**src/rtl/lre_pkg.sv**
```systemverilog
package lre_pkg;

   localparam int SAMPLE_W    = 32;
   localparam int RATIO_W     = 32;
   localparam int SUM_W       = 64;
   localparam int LEVEL_W     = 3;
   localparam int DIM_W       = 9;
   localparam int CSR_INDEX_W = 8;
   localparam int CSR_DATA_W  = 9;
   localparam int FRAC_W      = 16;

   localparam int DEFAULT_MAX_DIM   = 256;
   localparam int DEFAULT_MAX_LEVEL = 7;

   // register indexes
   localparam logic [CSR_INDEX_W-1:0] CSR_LEVEL = 8'd0;
   localparam logic [CSR_INDEX_W-1:0] CSR_DIM_X = 8'd1;
   localparam logic [CSR_INDEX_W-1:0] CSR_DIM_Y = 8'd2;
   localparam logic [CSR_INDEX_W-1:0] CSR_DIM_Z = 8'd3;

   localparam logic [LEVEL_W-1:0] LEVEL_RESET = 3'd1;
   localparam logic [DIM_W-1:0]   DIM_RESET   = 9'd256;

   localparam logic [RATIO_W-1:0] RATIO_ZERO = 32'h0000_0000;
   localparam logic [RATIO_W-1:0] RATIO_ONE  = 32'h0001_0000;
   localparam logic [RATIO_W-1:0] RATIO_SAT  = 32'hFFFF_FFFF;

   typedef enum logic [1:0] {
      ST_ACCUM,
      ST_DECIDE,
      ST_DIVIDE,
      ST_STORE
   } lre_state_type;

   typedef enum logic [1:0] {
      DIV_IDLE,
      DIV_CHECK,
      DIV_RUN
   } lre_div_state_type;

   typedef struct packed {
      logic               start;
      logic [SUM_W-1:0]   num;
      logic [SUM_W-1:0]   den;
   } lre_div_req_type;

   typedef struct packed {
      logic               done;
      logic [RATIO_W-1:0] quot;
   } lre_div_rsp_type;

endpackage

```
**src/rtl/lre_div.sv**
```systemverilog
// Restoring divider: floor(num * 2^16 / den), saturated to 32 bits.
// One 66-bit subtractor shared by the range check and the 32 quotient steps.
module lre_div (
   input  logic                     clock,
   input  logic                     reset,
   input  lre_pkg::lre_div_req_type div_req,
   output lre_pkg::lre_div_rsp_type div_rsp
);

   localparam int SumW  = lre_pkg::SUM_W;
   localparam int QW    = lre_pkg::RATIO_W;
   localparam int FracW = lre_pkg::FRAC_W;
   localparam int CntW  = $clog2(QW);

   lre_pkg::lre_div_state_type state_ff, state_in;
   logic [SumW-1:0]  rem_ff, rem_in;
   logic [SumW-1:0]  den_ff, den_in;
   logic [FracW-1:0] low_ff, low_in;
   logic [QW-1:0]    quot_ff, quot_in;
   logic [CntW-1:0]  cnt_ff, cnt_in;
   logic             done_ff, done_in;

   logic [SumW:0]    shifted;
   logic [SumW:0]    sub_a;
   logic [SumW+1:0]  sub_res;
   logic             borrow;

   // next dividend bit: low 16 bits of num, then zeros
   assign shifted = {rem_ff, low_ff[FracW-1]};
   assign sub_a   = (state_ff == lre_pkg::DIV_CHECK) ? {1'b0, rem_ff} : shifted;
   assign sub_res = {1'b0, sub_a} - {2'b00, den_ff};
   assign borrow  = sub_res[SumW+1];

   always_comb begin
      state_in = state_ff;
      rem_in   = rem_ff;
      den_in   = den_ff;
      low_in   = low_ff;
      quot_in  = quot_ff;
      cnt_in   = cnt_ff;
      done_in  = 1'b0;
      unique case (state_ff)
         lre_pkg::DIV_IDLE: begin
            if (div_req.start) begin
               rem_in   = {{FracW{1'b0}}, div_req.num[SumW-1:FracW]};
               low_in   = div_req.num[FracW-1:0];
               den_in   = div_req.den;
               cnt_in   = '0;
               state_in = lre_pkg::DIV_CHECK;
            end
         end
         lre_pkg::DIV_CHECK: begin
            // num >> 16 >= den means the quotient needs more than 16 integer bits
            if (!borrow) begin
               quot_in  = lre_pkg::RATIO_SAT;
               done_in  = 1'b1;
               state_in = lre_pkg::DIV_IDLE;
            end else begin
               state_in = lre_pkg::DIV_RUN;
            end
         end
         lre_pkg::DIV_RUN: begin
            rem_in  = borrow ? shifted[SumW-1:0] : sub_res[SumW-1:0];
            quot_in = {quot_ff[QW-2:0], ~borrow};
            low_in  = {low_ff[FracW-2:0], 1'b0};
            cnt_in  = cnt_ff + 1'b1;
            if (cnt_ff == CntW'(QW - 1)) begin
               done_in  = 1'b1;
               state_in = lre_pkg::DIV_IDLE;
            end
         end
         default: state_in = lre_pkg::DIV_IDLE;
      endcase
   end

   always_ff @(posedge clock) begin
      if (reset) begin
         state_ff <= lre_pkg::DIV_IDLE;
         done_ff  <= 1'b0;
         cnt_ff   <= '0;
      end else begin
         state_ff <= state_in;
         done_ff  <= done_in;
         cnt_ff   <= cnt_in;
      end
   end

   always_ff @(posedge clock) begin
      rem_ff  <= rem_in;
      den_ff  <= den_in;
      low_ff  <= low_in;
      quot_ff <= quot_in;
   end

   assign div_rsp.done = done_ff;
   assign div_rsp.quot = quot_ff;

endmodule

```
**src/rtl/lod_residual_error_core.sv**
```systemverilog
// Level-of-detail residual error estimator. Voxels of a brick stream in on the
// req_ channel in block order, one beat per cycle outside the stall after a
// last beat; each cube of 2^(3*level) voxels opens with its corner voxel.
// Every voxel adds |sample - corner| to an exact 64-bit error sum and sample
// to a 64-bit base sum (both saturating). The beat with req_tlast set closes
// the brick and yields one rsp_ beat: 0 for level 0; else 1.0 with rsp_tuser
// set when any dim >> level is below 4; else 0 for a zero base; else error/base
// as unsigned 16.16 (truncated, saturated to 0xFFFFFFFF). After a last beat
// the input stalls through a decide state, then the shared restoring divider
// (one range check plus 32 quotient steps on one 66-bit subtractor, plus a
// wait that sees its registered done), then the result write. A quotient that
// saturates ends the divider after the range check; the special cases skip the
// divider and write their result from the decide state. The stall stretches
// while the previous result still waits in the output register. The result
// sits in an output register, so the next brick may start streaming while it
// waits to be taken. Config writes land at once on the csr_ port (always ready)
// and should be made while the block is idle.
module lod_residual_error_core #(
   parameter int MAX_DIM   = lre_pkg::DEFAULT_MAX_DIM,
   parameter int MAX_LEVEL = lre_pkg::DEFAULT_MAX_LEVEL
) (
   input  logic                              clock,
   input  logic                              reset,
   // voxel beats
   input  logic                              req_tvalid,
   output logic                              req_tready,
   input  logic [lre_pkg::SAMPLE_W-1:0]      req_tdata,   // [31:0] sample
   input  logic                              req_tlast,   // last voxel of brick
   // result beats
   output logic                              rsp_tvalid,
   input  logic                              rsp_tready,
   output logic [lre_pkg::RATIO_W-1:0]       rsp_tdata,   // [31:0] error_ratio
   output logic                              rsp_tuser,   // [0] too_coarse
   // register writes
   input  logic                              csr_valid,
   output logic                              csr_ready,
   input  logic [lre_pkg::CSR_INDEX_W-1:0]   csr_index,
   input  logic [lre_pkg::CSR_DATA_W-1:0]    csr_data
);

   localparam int SumW    = lre_pkg::SUM_W;
   localparam int SampleW = lre_pkg::SAMPLE_W;
   localparam int LevelW  = lre_pkg::LEVEL_W;
   localparam int DimW    = lre_pkg::DIM_W;
   localparam int RatioW  = lre_pkg::RATIO_W;
   // cube position: 3 bits per level
   localparam int PosW    = 3 * MAX_LEVEL;
   // compare width wide enough for both the register and MAX_DIM
   localparam int DimCmpW = ($clog2(MAX_DIM + 1) > DimW) ? $clog2(MAX_DIM + 1) : DimW;

   // ---------------- configuration registers ----------------
   logic [LevelW-1:0] level_ff, level_in;
   logic [DimW-1:0]   dim_x_ff, dim_x_in;
   logic [DimW-1:0]   dim_y_ff, dim_y_in;
   logic [DimW-1:0]   dim_z_ff, dim_z_in;
   logic              csr_write;

   assign csr_ready = 1'b1;
   assign csr_write = csr_valid & csr_ready;

   always_comb begin
      level_in = level_ff;
      dim_x_in = dim_x_ff;
      dim_y_in = dim_y_ff;
      dim_z_in = dim_z_ff;
      if (csr_write) begin
         // writes past the last register index fall through and are dropped
         priority case (csr_index)
            lre_pkg::CSR_LEVEL: level_in = csr_data[LevelW-1:0];
            lre_pkg::CSR_DIM_X: dim_x_in = csr_data[DimW-1:0];
            lre_pkg::CSR_DIM_Y: dim_y_in = csr_data[DimW-1:0];
            lre_pkg::CSR_DIM_Z: dim_z_in = csr_data[DimW-1:0];
            default: ;
         endcase
      end
   end

   always_ff @(posedge clock) begin
      if (reset) begin
         level_ff <= lre_pkg::LEVEL_RESET;
         dim_x_ff <= lre_pkg::DIM_RESET;
         dim_y_ff <= lre_pkg::DIM_RESET;
         dim_z_ff <= lre_pkg::DIM_RESET;
      end else begin
         level_ff <= level_in;
         dim_x_ff <= dim_x_in;
         dim_y_ff <= dim_y_in;
         dim_z_ff <= dim_z_in;
      end
   end

   // ---------------- derived level, cube mask, coarse check ----------------
   logic [LevelW-1:0] lv;
   logic [PosW-1:0]   pos_mask;
   logic              lv_zero;
   logic              coarse;

   assign lv      = (int'(level_ff) > MAX_LEVEL) ? LevelW'(MAX_LEVEL) : level_ff;
   assign lv_zero = (lv == '0);

   always_comb begin
      for (int i = 0; i < PosW; i++) begin
         pos_mask[i] = (i < 3 * int'(lv));
      end
   end

   // dimension clamped to MAX_DIM, then reduced by the level
   function automatic logic dim_small(input logic [DimW-1:0] d,
                                      input logic [LevelW-1:0] l);
      logic [DimCmpW-1:0] dw;
      logic [DimCmpW-1:0] dc;
      dw = DimCmpW'(d);
      dc = (dw > DimCmpW'(MAX_DIM)) ? DimCmpW'(MAX_DIM) : dw;
      return (dc >> l) < DimCmpW'(4);
   endfunction

   assign coarse = dim_small(dim_x_ff, lv) | dim_small(dim_y_ff, lv) |
                   dim_small(dim_z_ff, lv);

   // ---------------- accumulator ----------------
   logic [SampleW-1:0] corner_ff, corner_in;
   logic [SumW-1:0]    err_sum_ff, err_sum_in;
   logic [SumW-1:0]    base_sum_ff, base_sum_in;
   logic [PosW-1:0]    pos_ff, pos_in;

   logic               req_accept;
   logic               clear_acc;
   logic [PosW-1:0]    pos_cur;
   logic [SampleW-1:0] corner_cur;
   logic [SampleW-1:0] abs_diff;
   logic [SumW:0]      err_add;
   logic [SumW:0]      base_add;

   assign req_accept = req_tvalid & req_tready;

   // position wraps to the current cube size, also after a mid-brick level change
   assign pos_cur    = pos_ff & pos_mask;
   assign corner_cur = (pos_cur == '0) ? req_tdata : corner_ff;
   assign abs_diff   = (req_tdata >= corner_cur) ? (req_tdata - corner_cur)
                                                 : (corner_cur - req_tdata);
   assign err_add    = {1'b0, err_sum_ff} + {1'b0, SumW'(abs_diff)};
   assign base_add   = {1'b0, base_sum_ff} + {1'b0, SumW'(req_tdata)};

   always_comb begin
      corner_in   = corner_ff;
      err_sum_in  = err_sum_ff;
      base_sum_in = base_sum_ff;
      pos_in      = pos_ff;
      priority if (clear_acc) begin
         corner_in   = '0;
         err_sum_in  = '0;
         base_sum_in = '0;
         pos_in      = '0;
      end else if (req_accept) begin
         corner_in   = corner_cur;
         err_sum_in  = err_add[SumW] ? {SumW{1'b1}} : err_add[SumW-1:0];
         base_sum_in = base_add[SumW] ? {SumW{1'b1}} : base_add[SumW-1:0];
         pos_in      = (pos_cur + 1'b1) & pos_mask;
      end
   end

   always_ff @(posedge clock) begin
      if (reset) begin
         corner_ff   <= '0;
         err_sum_ff  <= '0;
         base_sum_ff <= '0;
         pos_ff      <= '0;
      end else begin
         corner_ff   <= corner_in;
         err_sum_ff  <= err_sum_in;
         base_sum_ff <= base_sum_in;
         pos_ff      <= pos_in;
      end
   end

   // ---------------- shared divider ----------------
   lre_pkg::lre_div_req_type div_req;
   lre_pkg::lre_div_rsp_type div_rsp;
   logic                     div_start;

   assign div_req.start = div_start;
   assign div_req.num   = err_sum_ff;
   assign div_req.den   = base_sum_ff;

   lre_div u_div (
      .clock   (clock),
      .reset   (reset),
      .div_req (div_req),
      .div_rsp (div_rsp)
   );

   // ---------------- sequencer ----------------
   lre_pkg::lre_state_type state_ff, state_in;

   logic              rsp_valid_ff, rsp_valid_in;
   logic [RatioW-1:0] rsp_ratio_ff, rsp_ratio_in;
   logic              rsp_coarse_ff, rsp_coarse_in;
   logic              rsp_free;
   logic              load_rsp;
   logic [RatioW-1:0] load_ratio;
   logic              load_coarse;

   // output slot can take a new result when empty or being drained this cycle
   assign rsp_free   = ~rsp_valid_ff | rsp_tready;
   assign req_tready = (state_ff == lre_pkg::ST_ACCUM);

   always_comb begin
      state_in    = state_ff;
      load_rsp    = 1'b0;
      load_ratio  = lre_pkg::RATIO_ZERO;
      load_coarse = 1'b0;
      div_start   = 1'b0;
      clear_acc   = 1'b0;
      unique case (state_ff)
         lre_pkg::ST_ACCUM: begin
            if (req_accept && req_tlast) begin
               state_in = lre_pkg::ST_DECIDE;
            end
         end
         lre_pkg::ST_DECIDE: begin
            // sums now include the last voxel
            if (lv_zero || coarse || (base_sum_ff == '0)) begin
               load_coarse = ~lv_zero & coarse;
               load_ratio  = load_coarse ? lre_pkg::RATIO_ONE : lre_pkg::RATIO_ZERO;
               if (rsp_free) begin
                  load_rsp  = 1'b1;
                  clear_acc = 1'b1;
                  state_in  = lre_pkg::ST_ACCUM;
               end
            end else begin
               // divider latches the sums, so they can be cleared now
               div_start = 1'b1;
               clear_acc = 1'b1;
               state_in  = lre_pkg::ST_DIVIDE;
            end
         end
         lre_pkg::ST_DIVIDE: begin
            if (div_rsp.done) begin
               state_in = lre_pkg::ST_STORE;
            end
         end
         lre_pkg::ST_STORE: begin
            load_ratio = div_rsp.quot;
            if (rsp_free) begin
               load_rsp = 1'b1;
               state_in = lre_pkg::ST_ACCUM;
            end
         end
         default: state_in = lre_pkg::ST_ACCUM;
      endcase
   end

   always_comb begin
      rsp_valid_in  = rsp_valid_ff;
      rsp_ratio_in  = rsp_ratio_ff;
      rsp_coarse_in = rsp_coarse_ff;
      priority if (load_rsp) begin
         rsp_valid_in  = 1'b1;
         rsp_ratio_in  = load_ratio;
         rsp_coarse_in = load_coarse;
      end else if (rsp_tready) begin
         rsp_valid_in  = 1'b0;
      end
   end

   always_ff @(posedge clock) begin
      if (reset) begin
         state_ff     <= lre_pkg::ST_ACCUM;
         rsp_valid_ff <= 1'b0;
      end else begin
         state_ff     <= state_in;
         rsp_valid_ff <= rsp_valid_in;
      end
   end

   always_ff @(posedge clock) begin
      rsp_ratio_ff  <= rsp_ratio_in;
      rsp_coarse_ff <= rsp_coarse_in;
   end

   assign rsp_tvalid = rsp_valid_ff;
   assign rsp_tdata  = rsp_ratio_ff;
   assign rsp_tuser  = rsp_coarse_ff;

endmodule

```
**config.mk**
```make
export PLATFORM = sky130hd
export DESIGN_NAME = lod_residual_error_core
export DESIGN_NICKNAME = d
export VERILOG_FILES = /design/src/rtl/lre_pkg.sv /design/src/rtl/lre_div.sv /design/src/rtl/lod_residual_error_core.sv
export SDC_FILE = /design/constraint.sdc
export NUM_CORES = 1
export LEC_CHECK = 0
export BUFFER_PORTS_ARGS = -buffer_cell sky130_fd_sc_hd__clkbuf_2
export CELL_PAD_IN_SITES_DETAIL_PLACEMENT = 0
export CELL_PAD_IN_SITES_GLOBAL_PLACEMENT = 1
export CORE_UTILIZATION = 25
export CTS_CLUSTER_SIZE = 10
export DETAILED_ROUTE_END_ITERATION = 10
export GPL_TIMING_DRIVEN = 0
export PLACE_DENSITY = 0.48
export SLEW_MARGIN = 30
export SYNTH_ARGS = -nofsm -noshare
export SYNTH_HDL_FRONTEND = slang
export SYNTH_SLANG_ARGS = --single-unit
```
**constraint.sdc**
```tcl
create_clock -name clock -period 9.7 [get_ports clock]
set_clock_uncertainty 0.2 [all_clocks]
set_input_delay 1.94 -clock clock [delete_from_list [all_inputs] [get_ports clock]]
set_output_delay 1.94 -clock clock [all_outputs]
set_load 0.02 [all_outputs]
```
==> results of run 1 <==
[how the worst max path moves through the flow]
stage                                             end  slack, ps                startpoint
after floorplan           err_sum_ff[60]$_SDFFE_PP0P_       1120  level_ff[0]$_SDFFE_PP1P_
after global placement     err_sum_ff[1]$_SDFFE_PP0P_      -2710  level_ff[1]$_SDFFE_PP0P_
after detailed placement   err_sum_ff[1]$_SDFFE_PP0P_      -2470  level_ff[1]$_SDFFE_PP0P_
after CTS                 err_sum_ff[62]$_SDFFE_PP0P_         50  level_ff[2]$_SDFFE_PP0P_
after global routing      err_sum_ff[62]$_SDFFE_PP0P_         -3  level_ff[0]$_SDFFE_PP1P_
final                      err_sum_ff[1]$_SDFFE_PP0P_        470  level_ff[1]$_SDFFE_PP0P_
[through the flow]
step / setup TNS, ps / util, %
2_1_floorplan: 0 / -
3_3_place_gp: -232110 / 27.23
3_5_place_dp: -141230 / 27.44
4_1_cts: 0 / 29.12
5_1_grt: -2.736 / 29.35
6_report: 0 / 29.35
[registers in the layout (all words and copies together) (netlist names), 3 cells and up]
signal and cells:
base_sum_ff 64, err_sum_ff 64, u_div.den_ff 64, u_div.rem_ff 64
corner_ff 32, rsp_tdata 32, u_div.quot_ff 32, pos_ff 21
u_div.low_ff 16, dim_x_ff 7, dim_y_ff 7, dim_z_ff 7
u_div.cnt_ff 5, level_ff 3
[cell families after synthesis]
logic type | count (synthesis)
fa+ha+maj | 208
buf+inv | 377
other cells | 1
compound gates | 1064
flops | 425
xor+xnor | 190
simple gates | 911
mux | 164
[power groups by stage]
stage          registers (mW)  logic (mW)  clock network, mW
4_1_cts                  2.17        2.93               1.99
3_5_place_dp             2.21        2.83                  0
3_3_place_gp             2.22        2.83                  0
5_1_grt                  2.19        3.28               2.04
6_report                 2.17        2.97               1.92
2_1_floorplan            2.16        1.99                  0
[cells in the final DEF, fill, tap and decap left out, types with 79 or more instances in the layout]
master / count
a21oi_1: 391
nor2_1: 290
dfxtp_1: 214
edfxtp_1: 209
o21ai_0: 197
inv_1: 192
ha_1: 192
nand2_1: 175
clkbuf_1: 147
a21o_1: 138
clkbuf_2: 96
xnor2_1: 91
xor2_1: 91
and3_1: 83
mux2i_1: 82
mux2_2: 79
[per-layer routing]
layer	routed length [um]	vias to the layer above	part of all wire [%]
met1	55780	12111	52
li1	-	12508	-
met3	2855	99	2.6
met5	0	-	0
met4	2054	0	1.9
met2	47330	335	44
[critical path, delay by kind of cell (launching register included)]
family / cells / cell delay [ps]
xor+xnor: 2 / 560
simple gates: 5 / 890
compound gates: 18 / 3690
mux: 1 / 270
buf+inv: 8 / 1440
flops: 1 / 400
fa+ha+maj: 5 / 1540
[layout make-up]
| class | count | area [um2] |
|---|---|---|
| fill | 12571 | 81990 |
| multi-input combinational | 2538 | 17590 |
| sequential | 425 | 10610 |
| tap | 1524 | 1907 |
| clock buffer | 85 | 1509 |
| timing repair buffer | 118 | 805.8 |
| buffer | 167 | 765.7 |
| inverter | 195 | 735.7 |
| clock inverter | 14 | 133.9 |
[repair_timing]
action | 4_1_cts | 5_1_grt
setup endpoints to repair | 64 | 64
resized for setup | 70 | 58
setup buffers | 8 | 13
pin swaps | 7 | 12
==> reports/summary.txt, run 1 <==
status -> complete, no violations
gr usage total -> 17.97%
Syn Inst Count -> 3340
top cells by area, synth -> edfxtp_1, dfxtp_1, ha_1
Worst Slack Setup Final -> 468.6 ps
Synth Area in Compound Gates -> 22.86%
routed wire length -> 108000 um
mux contribution to synthesized area -> 5.967%
Core ar. -> 116000 um2
drc violations -> 0
CP endpoint kind -> register
largest family of logic cells by synthesized area -> compound AO/OA/AOI/OAI gates
global-route wire length before repair -> 162200 um
fin crit period -> 9231 ps
Reg2Reg Launch Point -> level_ff[1]$_SDFFE_PP0P_
Cell Rows -> 125
reg2reg setup slack -> 470 ps
cell mode on critical path -> a21o_1
Post-DP HPWL -> 85360 um
Post-Syn Area -> 29250 um2
TritonRoute pass-1 iters -> 5
prevailing post-synth register cell -> dfxtp_1
Post-DRT Antenna Nets -> 0
gpl congestion -> 0.8249
Post-synth EDFFs -> 209
met2 Track Usage GR -> 27.99%
Hold Worst Slack -> 265.9 ps
met3 usage -> 1.604%
Starting Density -> 25.21%
top cells by count, synth -> a21oi_1, nor2_1, dfxtp_1
Sequential Power Share -> 30.7%
Max-Cap Viols -> 0
n_diodes -> 0
Power Density -> 207.5 nW/um2
P_sw -> 2.782 mW
Post-Layout Inst Area -> 34060 um2
Reg-to-Reg End -> err_sum_ff[1]$_SDFFE_PP0P_
number of global-route vias before repair -> 24978
mean post-synth cell area -> 8.758 um2
crit path launch type -> register
synth unique cells -> 94
adder-cell share of the synthesized area -> 9.025%
Pins Over Slew Limit -> 0
hold buffers post-CTS -> 0
Num CTS Buffers -> 53
initial antenna violation count -> 2
post-synth top area share -> 21.46%
Die Span Y -> 344.1 um
Final nets -> 3761
Peak VDD IR -> 0.1424 mV
switch share -> 39.36%
highest net fanout along the worst path -> 10
Die X -> 344.1 um
H-Tree Depth -> 2
GRT Residual Overflow -> 0
post-synthesis simple-gate area fraction -> 15.27%
clock tree root buffer cell -> clkbuf_16
starting DRC count in detailed routing -> 1467
Cell Count, Final, Fillers Out -> 5066
Slew headroom -> 35.59%
vias per inst -> 4.945
Post-Synth XOR/XNOR Area -> 5.689%
pre-CTS setup slack -> -2469 ps
wire per inst -> 21.32 um
Worst-Skew Late Latency -> 650 ps
most common cell in the synthesized netlist -> a21oi_1
maximum achievable frequency -> 108.3 MHz
Synth async-reset ratio -> 0%
Clock power frac -> 27.2%
Comb power frac -> 42.1%
Slowest-stage cell, CP -> o31ai_4
hold_sp -> pos_ff[1]$_SDFFE_PP0P_
Sink Count -> 425
fin crit share -> 95.17%
Worst EP required -> 9960 ps
Worst Hold Class -> register to register
Synth Register Bits -> 425
post-place instance area -> 31850 um2
Final setup viols -> 0
die area -> 118400 um2
Reg2Reg Depth -> 39
worst-margin pin slew -> 966.2 ps
io pins -> 91
routed vias -> 25053
Post-Place Cells -> 4961
CTS clk-pin slew, worst paths -> 60 ps
largest net degree at the start of global routing -> 35
M1 GR Usage -> 26.71%
PortBufs -> 88
syn_nets -> 3603
Pleak -> 13.80 nW
Clock Path Buffers -> 3
proportion of layout cells with a drive suffix above 1 -> 11.77%
Yosys top cell by area -> edfxtp_1
total power -> 7.068 mW
Worst Hold End -> pos_ff[1]$_SDFFE_PP0P_
crit-path max cell delay -> 520 ps
arrival time at the worst endpoint -> 9490 ps
GR peak layer -> met2
Area Overhead vs Synth -> 16.43%
final hold vios -> 0
Seq/Total Area, Yosys -> 36.24%
kind of critical path -> register to register
Cells on Worst Hold Path -> 2
CTS tree -> done
P_int -> 4.286 mW
Yosys warning count -> 0
Power figures use the tool's default switching activity.
==> run 2, diff against run 1 <==
--- a/config.mk
+++ b/config.mk
@@ -5,6 +5,7 @@
 export SDC_FILE = /design/constraint.sdc
 export NUM_CORES = 1
 export LEC_CHECK = 0
+export ABC_AREA = 1
 export BUFFER_PORTS_ARGS = -buffer_cell sky130_fd_sc_hd__clkbuf_2
 export CELL_PAD_IN_SITES_DETAIL_PLACEMENT = 0
 export CELL_PAD_IN_SITES_GLOBAL_PLACEMENT = 1
@@ -12,7 +13,7 @@
 export CTS_CLUSTER_SIZE = 10
 export DETAILED_ROUTE_END_ITERATION = 10
 export GPL_TIMING_DRIVEN = 0
-export PLACE_DENSITY = 0.48
+export PLACE_DENSITY = 0.5
 export SLEW_MARGIN = 30
 export SYNTH_ARGS = -nofsm -noshare
 export SYNTH_HDL_FRONTEND = slang
==> reports/summary.txt, run 2 <==
Slew headroom -> 32.51% (-3.1 points)
Comb power frac -> 60.1% (+18 points)
Reg-to-Reg End -> err_sum_ff[55]$_SDFFE_PP0P_
Power Density -> 321.3 nW/um2 (+55%)
switch share -> 50.87% (+12 points)
Post-Place Cells -> 6227 (+26%)
CTS tree -> done
H-Tree Depth -> 2 (unchanged)
Post-Layout Inst Area -> 36170 um2 (+6.2%)
TritonRoute pass-1 iters -> 5 (unchanged)
starting DRC count in detailed routing -> 2059 (+40%)
post-place instance area -> 34140 um2 (+7.2%)
Sequential Power Share -> 21.1% (-9.6 points)
n_diodes -> 0 (unchanged)
vias per inst -> 4.732 (-4.3%)
Post-DP HPWL -> 105900 um (+24%)
Worst EP required -> 10060 ps (+100 ps)
Worst Hold Class -> register to register
proportion of layout cells with a drive suffix above 1 -> 6.515% (-5.3 points)
drc violations -> 0 (unchanged)
Peak VDD IR -> 0.1433 mV (+0.68%)
Synth async-reset ratio -> 0% (unchanged)
CTS clk-pin slew, worst paths -> 60 ps (about the same)
mean post-synth cell area -> 6.985 um2 (-20%)
GRT Residual Overflow -> 0 (unchanged)
Starting Density -> 25.27% (+0.066 points)
Die X -> 356.2 um (+3.5%)
Yosys top cell by area -> edfxtp_1
gpl congestion -> 0.8900 (+7.9%)
cell mode on critical path -> nand2_1
Core ar. -> 124100 um2 (+7.0%)
arrival time at the worst endpoint -> 9320 ps (-170 ps)
fin crit period -> 8960 ps (-271.5 ps)
Cells on Worst Hold Path -> 2 (unchanged)
gr usage total -> 19.88% (+1.9 points)
Reg2Reg Launch Point -> level_ff[1]$_SDFFE_PP0P_
prevailing post-synth register cell -> dfxtp_1
CP endpoint kind -> register
Post-synth EDFFs -> 209 (unchanged)
global-route wire length before repair -> 189700 um (+17%)
kind of critical path -> register to register
Num CTS Buffers -> 57 (+7.5%)
die area -> 126900 um2 (+7.2%)
Sink Count -> 425 (unchanged)
highest net fanout along the worst path -> 10 (unchanged)
Post-DRT Antenna Nets -> 0 (unchanged)
RSZ-0062 raised after global routing -> no
Storage cell area -> 10600 um2 (about the same)
Die Span Y -> 356.2 um (+3.5%)
routed vias -> 29975 (+20%)
clock tree root buffer cell -> clkbuf_16
Seq/Total Area, Yosys -> 33.79% (-2.4 points)
Pins Over Slew Limit -> 0 (unchanged)
maximum achievable frequency -> 111.6 MHz (+3.0%)
total power -> 11.62 mW (+64%)
wire per inst -> 20.23 um (-5.1%)
post-synth top area share -> 20.01% (-1.4 points)
initial antenna violation count -> 1 (-1)
crit path launch type -> register
routed wire length -> 128100 um (+19%)
synth unique cells -> 67 (-29%)
most common cell in the synthesized netlist -> nand2_1
Max-Cap Viols -> 0 (unchanged)
Final setup viols -> 0 (unchanged)
Pleak -> 15.68 nW (+14%)
P_int -> 5.709 mW (+33%)
Clock power frac -> 18.7% (-8.5 points)
Syn Inst Count -> 4491 (+34%)
Slowest-stage cell, CP -> fa_2
syn_nets -> 4754 (+32%)
Worst-Skew Late Latency -> 680 ps (+30 ps)
Area Overhead vs Synth -> 15.30%
worst-margin pin slew -> 1012 ps (+46.11 ps)
number of global-route vias before repair -> 29419 (+18%)
status -> complete, no violations
Cell Count, Final, Fillers Out -> 6334 (+25%)
top cells by area, synth -> edfxtp_1, dfxtp_1, nand2_1
Yosys warning count -> 0 (unchanged)
most common cell after layout, fill and taps aside -> nand2_1
multi-input logic area -> 17710 um2 (+0.64%)
largest net degree at the start of global routing -> 50 (+43%)
Clock Path Buffers -> 3 (unchanged)
Final nets -> 4911 (+31%)
Synth Register Bits -> 425 (unchanged)
final hold vios -> 0 (unchanged)
Filler Cells Inserted -> 13806 (+9.8%)
PortBufs -> 89 (+1.1%)
reg2reg setup slack -> 740 ps (+270 ps)
Cell Rows -> 129 (+3.2%)
most frequent cells in the layout -> nand2_1, inv_1, nor2_1, a21oi_1, o21ai_0
io pins -> 91 (unchanged)
fin crit share -> 92.37% (-2.8 points)
Worst Hold End -> dim_x_ff[6]$_SDFFE_PP0P_
Reg2Reg Depth -> 47 (+21%)
P_sw -> 5.911 mW (+110%)
top cells by count, synth -> nand2_1, inv_1, nor2_1
hold_sp -> dim_x_ff[6]$_SDFFE_PP0P_
crit-path max cell delay -> 640 ps (+120 ps)
Post-Syn Area -> 31370 um2 (+7.2%)
Setup TNS -> 0 ps (unchanged)
run 2: per-layer routing:
| layer | up-vias | part of all wire (%) | global-route usage, % |
|---|---|---|---|
| li1 | 15297 | - | - |
| met1 | 14025 | 50 | 28.89 |
| met2 | 525 | 44 | 31.11 |
| met3 | 128 | 3.5 | 2.041 |
| met4 | 0 | 2.5 | 5.142 |
| met5 | - | 0 | 0 |
run 2: repair_timing:
item | 4_1_cts | 5_1_grt
setup endpoints to repair | 62 | 63
resized for setup | 10 | 36
cloned | 0 | 0
hold buffers | 0 | 0
pin swaps | 1 | 0
setup buffers | 1 | 1
run 2: stage by stage:
stage,setup slack (ps),util [%],hold WS (ps)
floorplan,2429,-,229.1
global placement,-784.1,27.28,243.1
detailed placement,-787.4,27.51,250.2
CTS,40.78,29.09,261.2
global route,4.841,29.14,276.5
finish,740.1,29.14,256.6
run 2: cell type report:
cell class / instances / share of cell area (%)
Buffer: 120 / 1.550
Tap cell: 1637 / 5.663
Clock buffer: 91 / 4.725
Inverter: 699 / 7.271
Multi-Input combinational cell: 3244 / 48.96
Timing Repair Buffer: 101 / 1.934
Sequential cell: 425 / 29.32
Clock inverter: 17 / 0.5846
run 2: worst max-delay path by stage:
stage | startpoint | endpoint | slack, ps | cells past startpoint
6_report | level_ff[1]$_SDFFE_PP0P_ | err_sum_ff[55]$_SDFFE_PP0P_ | 740 | 47
5_1_grt | level_ff[1]$_SDFFE_PP0P_ | err_sum_ff[62]$_SDFFE_PP0P_ | 5 | 52
4_1_cts | level_ff[1]$_SDFFE_PP0P_ | err_sum_ff[55]$_SDFFE_PP0P_ | 40 | 47
3_5_place_dp | level_ff[1]$_SDFFE_PP0P_ | err_sum_ff[55]$_SDFFE_PP0P_ | -790 | 46
3_3_place_gp | level_ff[1]$_SDFFE_PP0P_ | err_sum_ff[55]$_SDFFE_PP0P_ | -780 | 46
2_1_floorplan | level_ff[1]$_SDFFE_PP0P_ | err_sum_ff[62]$_SDFFE_PP0P_ | 2430 | 51
run 2: power groups by stage:
stage / clock, mW / sequential, mW / combinational [mW]
after global placement: 0 / 2.52 / 6.91
final: 2.18 / 2.46 / 6.99
after floorplan: 0 / 2.42 / 4.64
after CTS: 2.26 / 2.45 / 6.96
after global routing: 2.32 / 2.49 / 7.78
after detailed placement: 0 / 2.49 / 6.91
run 2: kinds of logic (layout without fill, tap and decap cells):
logic type	after synthesis	in the layout	synth area share, %
adders and majority gates	208	208	8.416
other	1	1	0.01195
muxes	1	1	0.03191
DFF	425	425	33.79
AOI/OAI and AO/OA	1054	1054	18.70
xor gates and xnor gates	171	171	4.774
and+or+nand+nor	1809	1809	24.19
buffers and inverters	822	1028	10.09
run 2: critical path, delay by kind of cell (launching register included):
kind	cells	cell delay, ps
and+or+nand+nor	24	3370
buffers and inverters	9	1090
adders and majority gates	6	2110
AOI/OAI and AO/OA	7	1480
xor gates and xnor gates	1	160
DFF	1	400
==> run 3, diff against run 2 <==
--- a/config.mk
+++ b/config.mk
@@ -9,11 +9,11 @@
 export BUFFER_PORTS_ARGS = -buffer_cell sky130_fd_sc_hd__clkbuf_2
 export CELL_PAD_IN_SITES_DETAIL_PLACEMENT = 0
 export CELL_PAD_IN_SITES_GLOBAL_PLACEMENT = 1
-export CORE_UTILIZATION = 25
+export CORE_UTILIZATION = 47
 export CTS_CLUSTER_SIZE = 10
 export DETAILED_ROUTE_END_ITERATION = 10
 export GPL_TIMING_DRIVEN = 0
-export PLACE_DENSITY = 0.5
+export PLACE_DENSITY = 0.83
 export SLEW_MARGIN = 30
 export SYNTH_ARGS = -nofsm -noshare
 export SYNTH_HDL_FRONTEND = slang
==> reports/summary.txt, run 3 (synthesis gave the netlist of run 2 again) <==
status -> complete, no violations
Worst path depth -> 45 (-4.3%)
fin crit share -> 93.06% (+0.69 points)
Power Density -> 321.6 nW/um2 (+0.12%)
kind of critical path -> register to register
Top Family by Delay on Critical Path -> compound AO/OA/AOI/OAI gates
cell mode on critical path -> nand2_1
worst-margin pin slew -> 979.2 ps (-33.12 ps)
Worst Hold Class -> register to register
wire per inst -> 19.26 um (-4.8%)
Filler Cells Inserted -> 6736 (-51%)
Post-DRT Antenna Nets -> 0 (unchanged)
multi-input logic area -> 17660 um2 (-0.27%)
worst path bufs/invs -> 10 (+1)
Slowest-stage cell, CP -> fa_2
Reg2Reg Launch Point -> level_ff[0]$_SDFFE_PP1P_
CP endpoint kind -> register
Area Overhead vs Synth -> 11.48%
TritonRoute pass-1 iters -> 6 (+1)
Starting Density -> 47.63% (+22 points)
vias per inst -> 5.503 (+16%)
CTS tree -> done
crit-path max cell delay -> 620 ps (-20 ps)
Clock Path Buffers -> 3 (unchanged)
H-Tree Depth -> 2 (unchanged)
total power -> 11.25 mW (-3.2%)
arrival time at the worst endpoint -> 9310 ps (about the same)
initial antenna violation count -> 1 (unchanged)
Sink Count -> 425 (unchanged)
GRT Residual Overflow -> 0 (unchanged)
highest net fanout along the worst path -> 10 (unchanged)
reg2reg setup slack -> 670 ps (-70 ps)
Cell Rows -> 94 (-27%)
n_diodes -> 0 (unchanged)
Final setup viols -> 0 (unchanged)
hold buffers post-CTS -> 0 (unchanged)
Post-DP HPWL -> 86620 um (-18%)
die area -> 67780 um2 (-47%)
global-route wire length before repair -> 162500 um (-14%)
largest net degree at the start of global routing -> 54 (+8.0%)
Storage cell area -> 10600 um2 (about the same)
fin crit period -> 9027 ps (+66.73 ps)
drc violations -> 0 (unchanged)
routed vias -> 30536 (+1.9%)
maximum achievable frequency -> 110.8 MHz (-0.74%)
final hold vios -> 0 (unchanged)
routed wire length -> 106900 um (-17%)
io pins -> 91 (unchanged)
Worst-Skew Late Latency -> 650 ps (-30 ps)
gpl congestion -> 0.9883 (+11%)
CTS clk-pin slew, worst paths -> 50 ps (about the same)
Critical Path End -> err_sum_ff[25]$_SDFFE_PP0P_
crit path launch type -> register
PortBufs -> 89 (unchanged)
number of global-route vias before repair -> 28446 (-3.3%)
Final nets -> 4907 (-0.081%)
most common cell after layout, fill and taps aside -> nand2_1
RSZ-0062 raised after global routing -> no
Max-Cap Viols -> 0 (unchanged)
Pleak -> 15.54 nW (-0.89%)
Die Span Y -> 260.3 um (-27%)
Worst Slack Setup Final -> 673.4 ps (-66.73 ps)
most frequent cells in the layout -> nand2_1, inv_1, nor2_1, a21oi_1, o21ai_0
Peak VDD IR -> 0.1829 mV (+28%)
Reg-to-Reg End -> err_sum_ff[25]$_SDFFE_PP0P_
starting DRC count in detailed routing -> 2746 (+33%)
worst setup path startpoint -> level_ff[0]$_SDFFE_PP1P_
Reg2Reg Depth -> 45 (-4.3%)
Slew headroom -> 34.72% (+2.2 points)
Worst EP required -> 9980 ps (-80 ps)
Die X -> 260.3 um (-27%)
gr usage total -> 31.21% (+11 points)
pre-CTS setup slack -> -240.5 ps (+546.9 ps)
Num CTS Buffers -> 53 (-7.0%)
clock tree root buffer cell -> clkbuf_16
Core ar. -> 65860 um2 (-47%)
proportion of layout cells with a drive suffix above 1 -> 5.806% (-0.71 points)
Pins Over Slew Limit -> 0 (unchanged)
[run 3: timing repair]
| item | in CTS | in global routing |
|---|---|---|
| buffers inserted | 0 | 2 |
| endpoints found under the setup margin | 3 | 63 |
| resized for setup | 1 | 27 |
[run 3: report_power, final]
group / switching, mW / internal [mW] / total (mW)
sequential: 0.209 / 2.24 / 2.45
clock: 0.815 / 1.22 / 2.03
combinational: 4.61 / 2.15 / 6.76
[run 3: how the worst min path moves through the flow]
stage	startpoint	end	slack, ps	depth (start not counted)
2_1_floorplan	dim_x_ff[6]$_SDFFE_PP0P_	dim_x_ff[6]$_SDFFE_PP0P_	230	2
3_3_place_gp	dim_z_ff[6]$_SDFFE_PP0P_	dim_z_ff[6]$_SDFFE_PP0P_	240	2
3_5_place_dp	dim_z_ff[6]$_SDFFE_PP0P_	dim_z_ff[6]$_SDFFE_PP0P_	250	2
4_1_cts	dim_z_ff[6]$_SDFFE_PP0P_	dim_z_ff[6]$_SDFFE_PP0P_	250	2
5_1_grt	u_div.cnt_ff[4]$_SDFFE_PP0P_	u_div.cnt_ff[4]$_SDFFE_PP0P_	280	2
6_report	dim_z_ff[6]$_SDFFE_PP0P_	dim_z_ff[6]$_SDFFE_PP0P_	250	2
[run 3: layer usage]
metal	track usage [%]	up-vias	share of wire, %
met5	0	-	0
met4	10.35	0	3.1
met3	4.050	143	7.2
met2	47.25	985	43
met1	45.56	14134	47
li1	-	15274	-
[run 3: stage by stage]
stage	cell area [um2]	setup TNS (ps)	utilization, %	hold slack, ps	instances
2_1_floorplan	31370	0	-	229.1	4491
3_3_place_gp	32900	-671.6	49.94	240.5	5444
3_5_place_dp	33120	-558.3	50.29	246.0	5451
4_1_cts	34910	0	53.00	253.8	5547
5_1_grt	34970	0	53.10	278.6	5549
6_report	34970	0	53.10	252.8	5549
[run 3: tightest hold or removal path: stages, from the launching register on]
cell and delay, ps:
dfxtp_1 290, inv_1 60, a21oi_1 50
[run 3: area by class of cell]
| type | count | share of cell area, % |
|---|---|---|
| Clock inverter | 11 | 0.7084 |
| Clock buffer | 85 | 4.394 |
| Multi-Input combinational cell | 3244 | 50.50 |
| Tap cell | 864 | 3.091 |
| Sequential cell | 425 | 30.31 |
| Buffer | 123 | 1.596 |
| Inverter | 699 | 7.531 |
| Timing Repair Buffer | 98 | 1.868 |
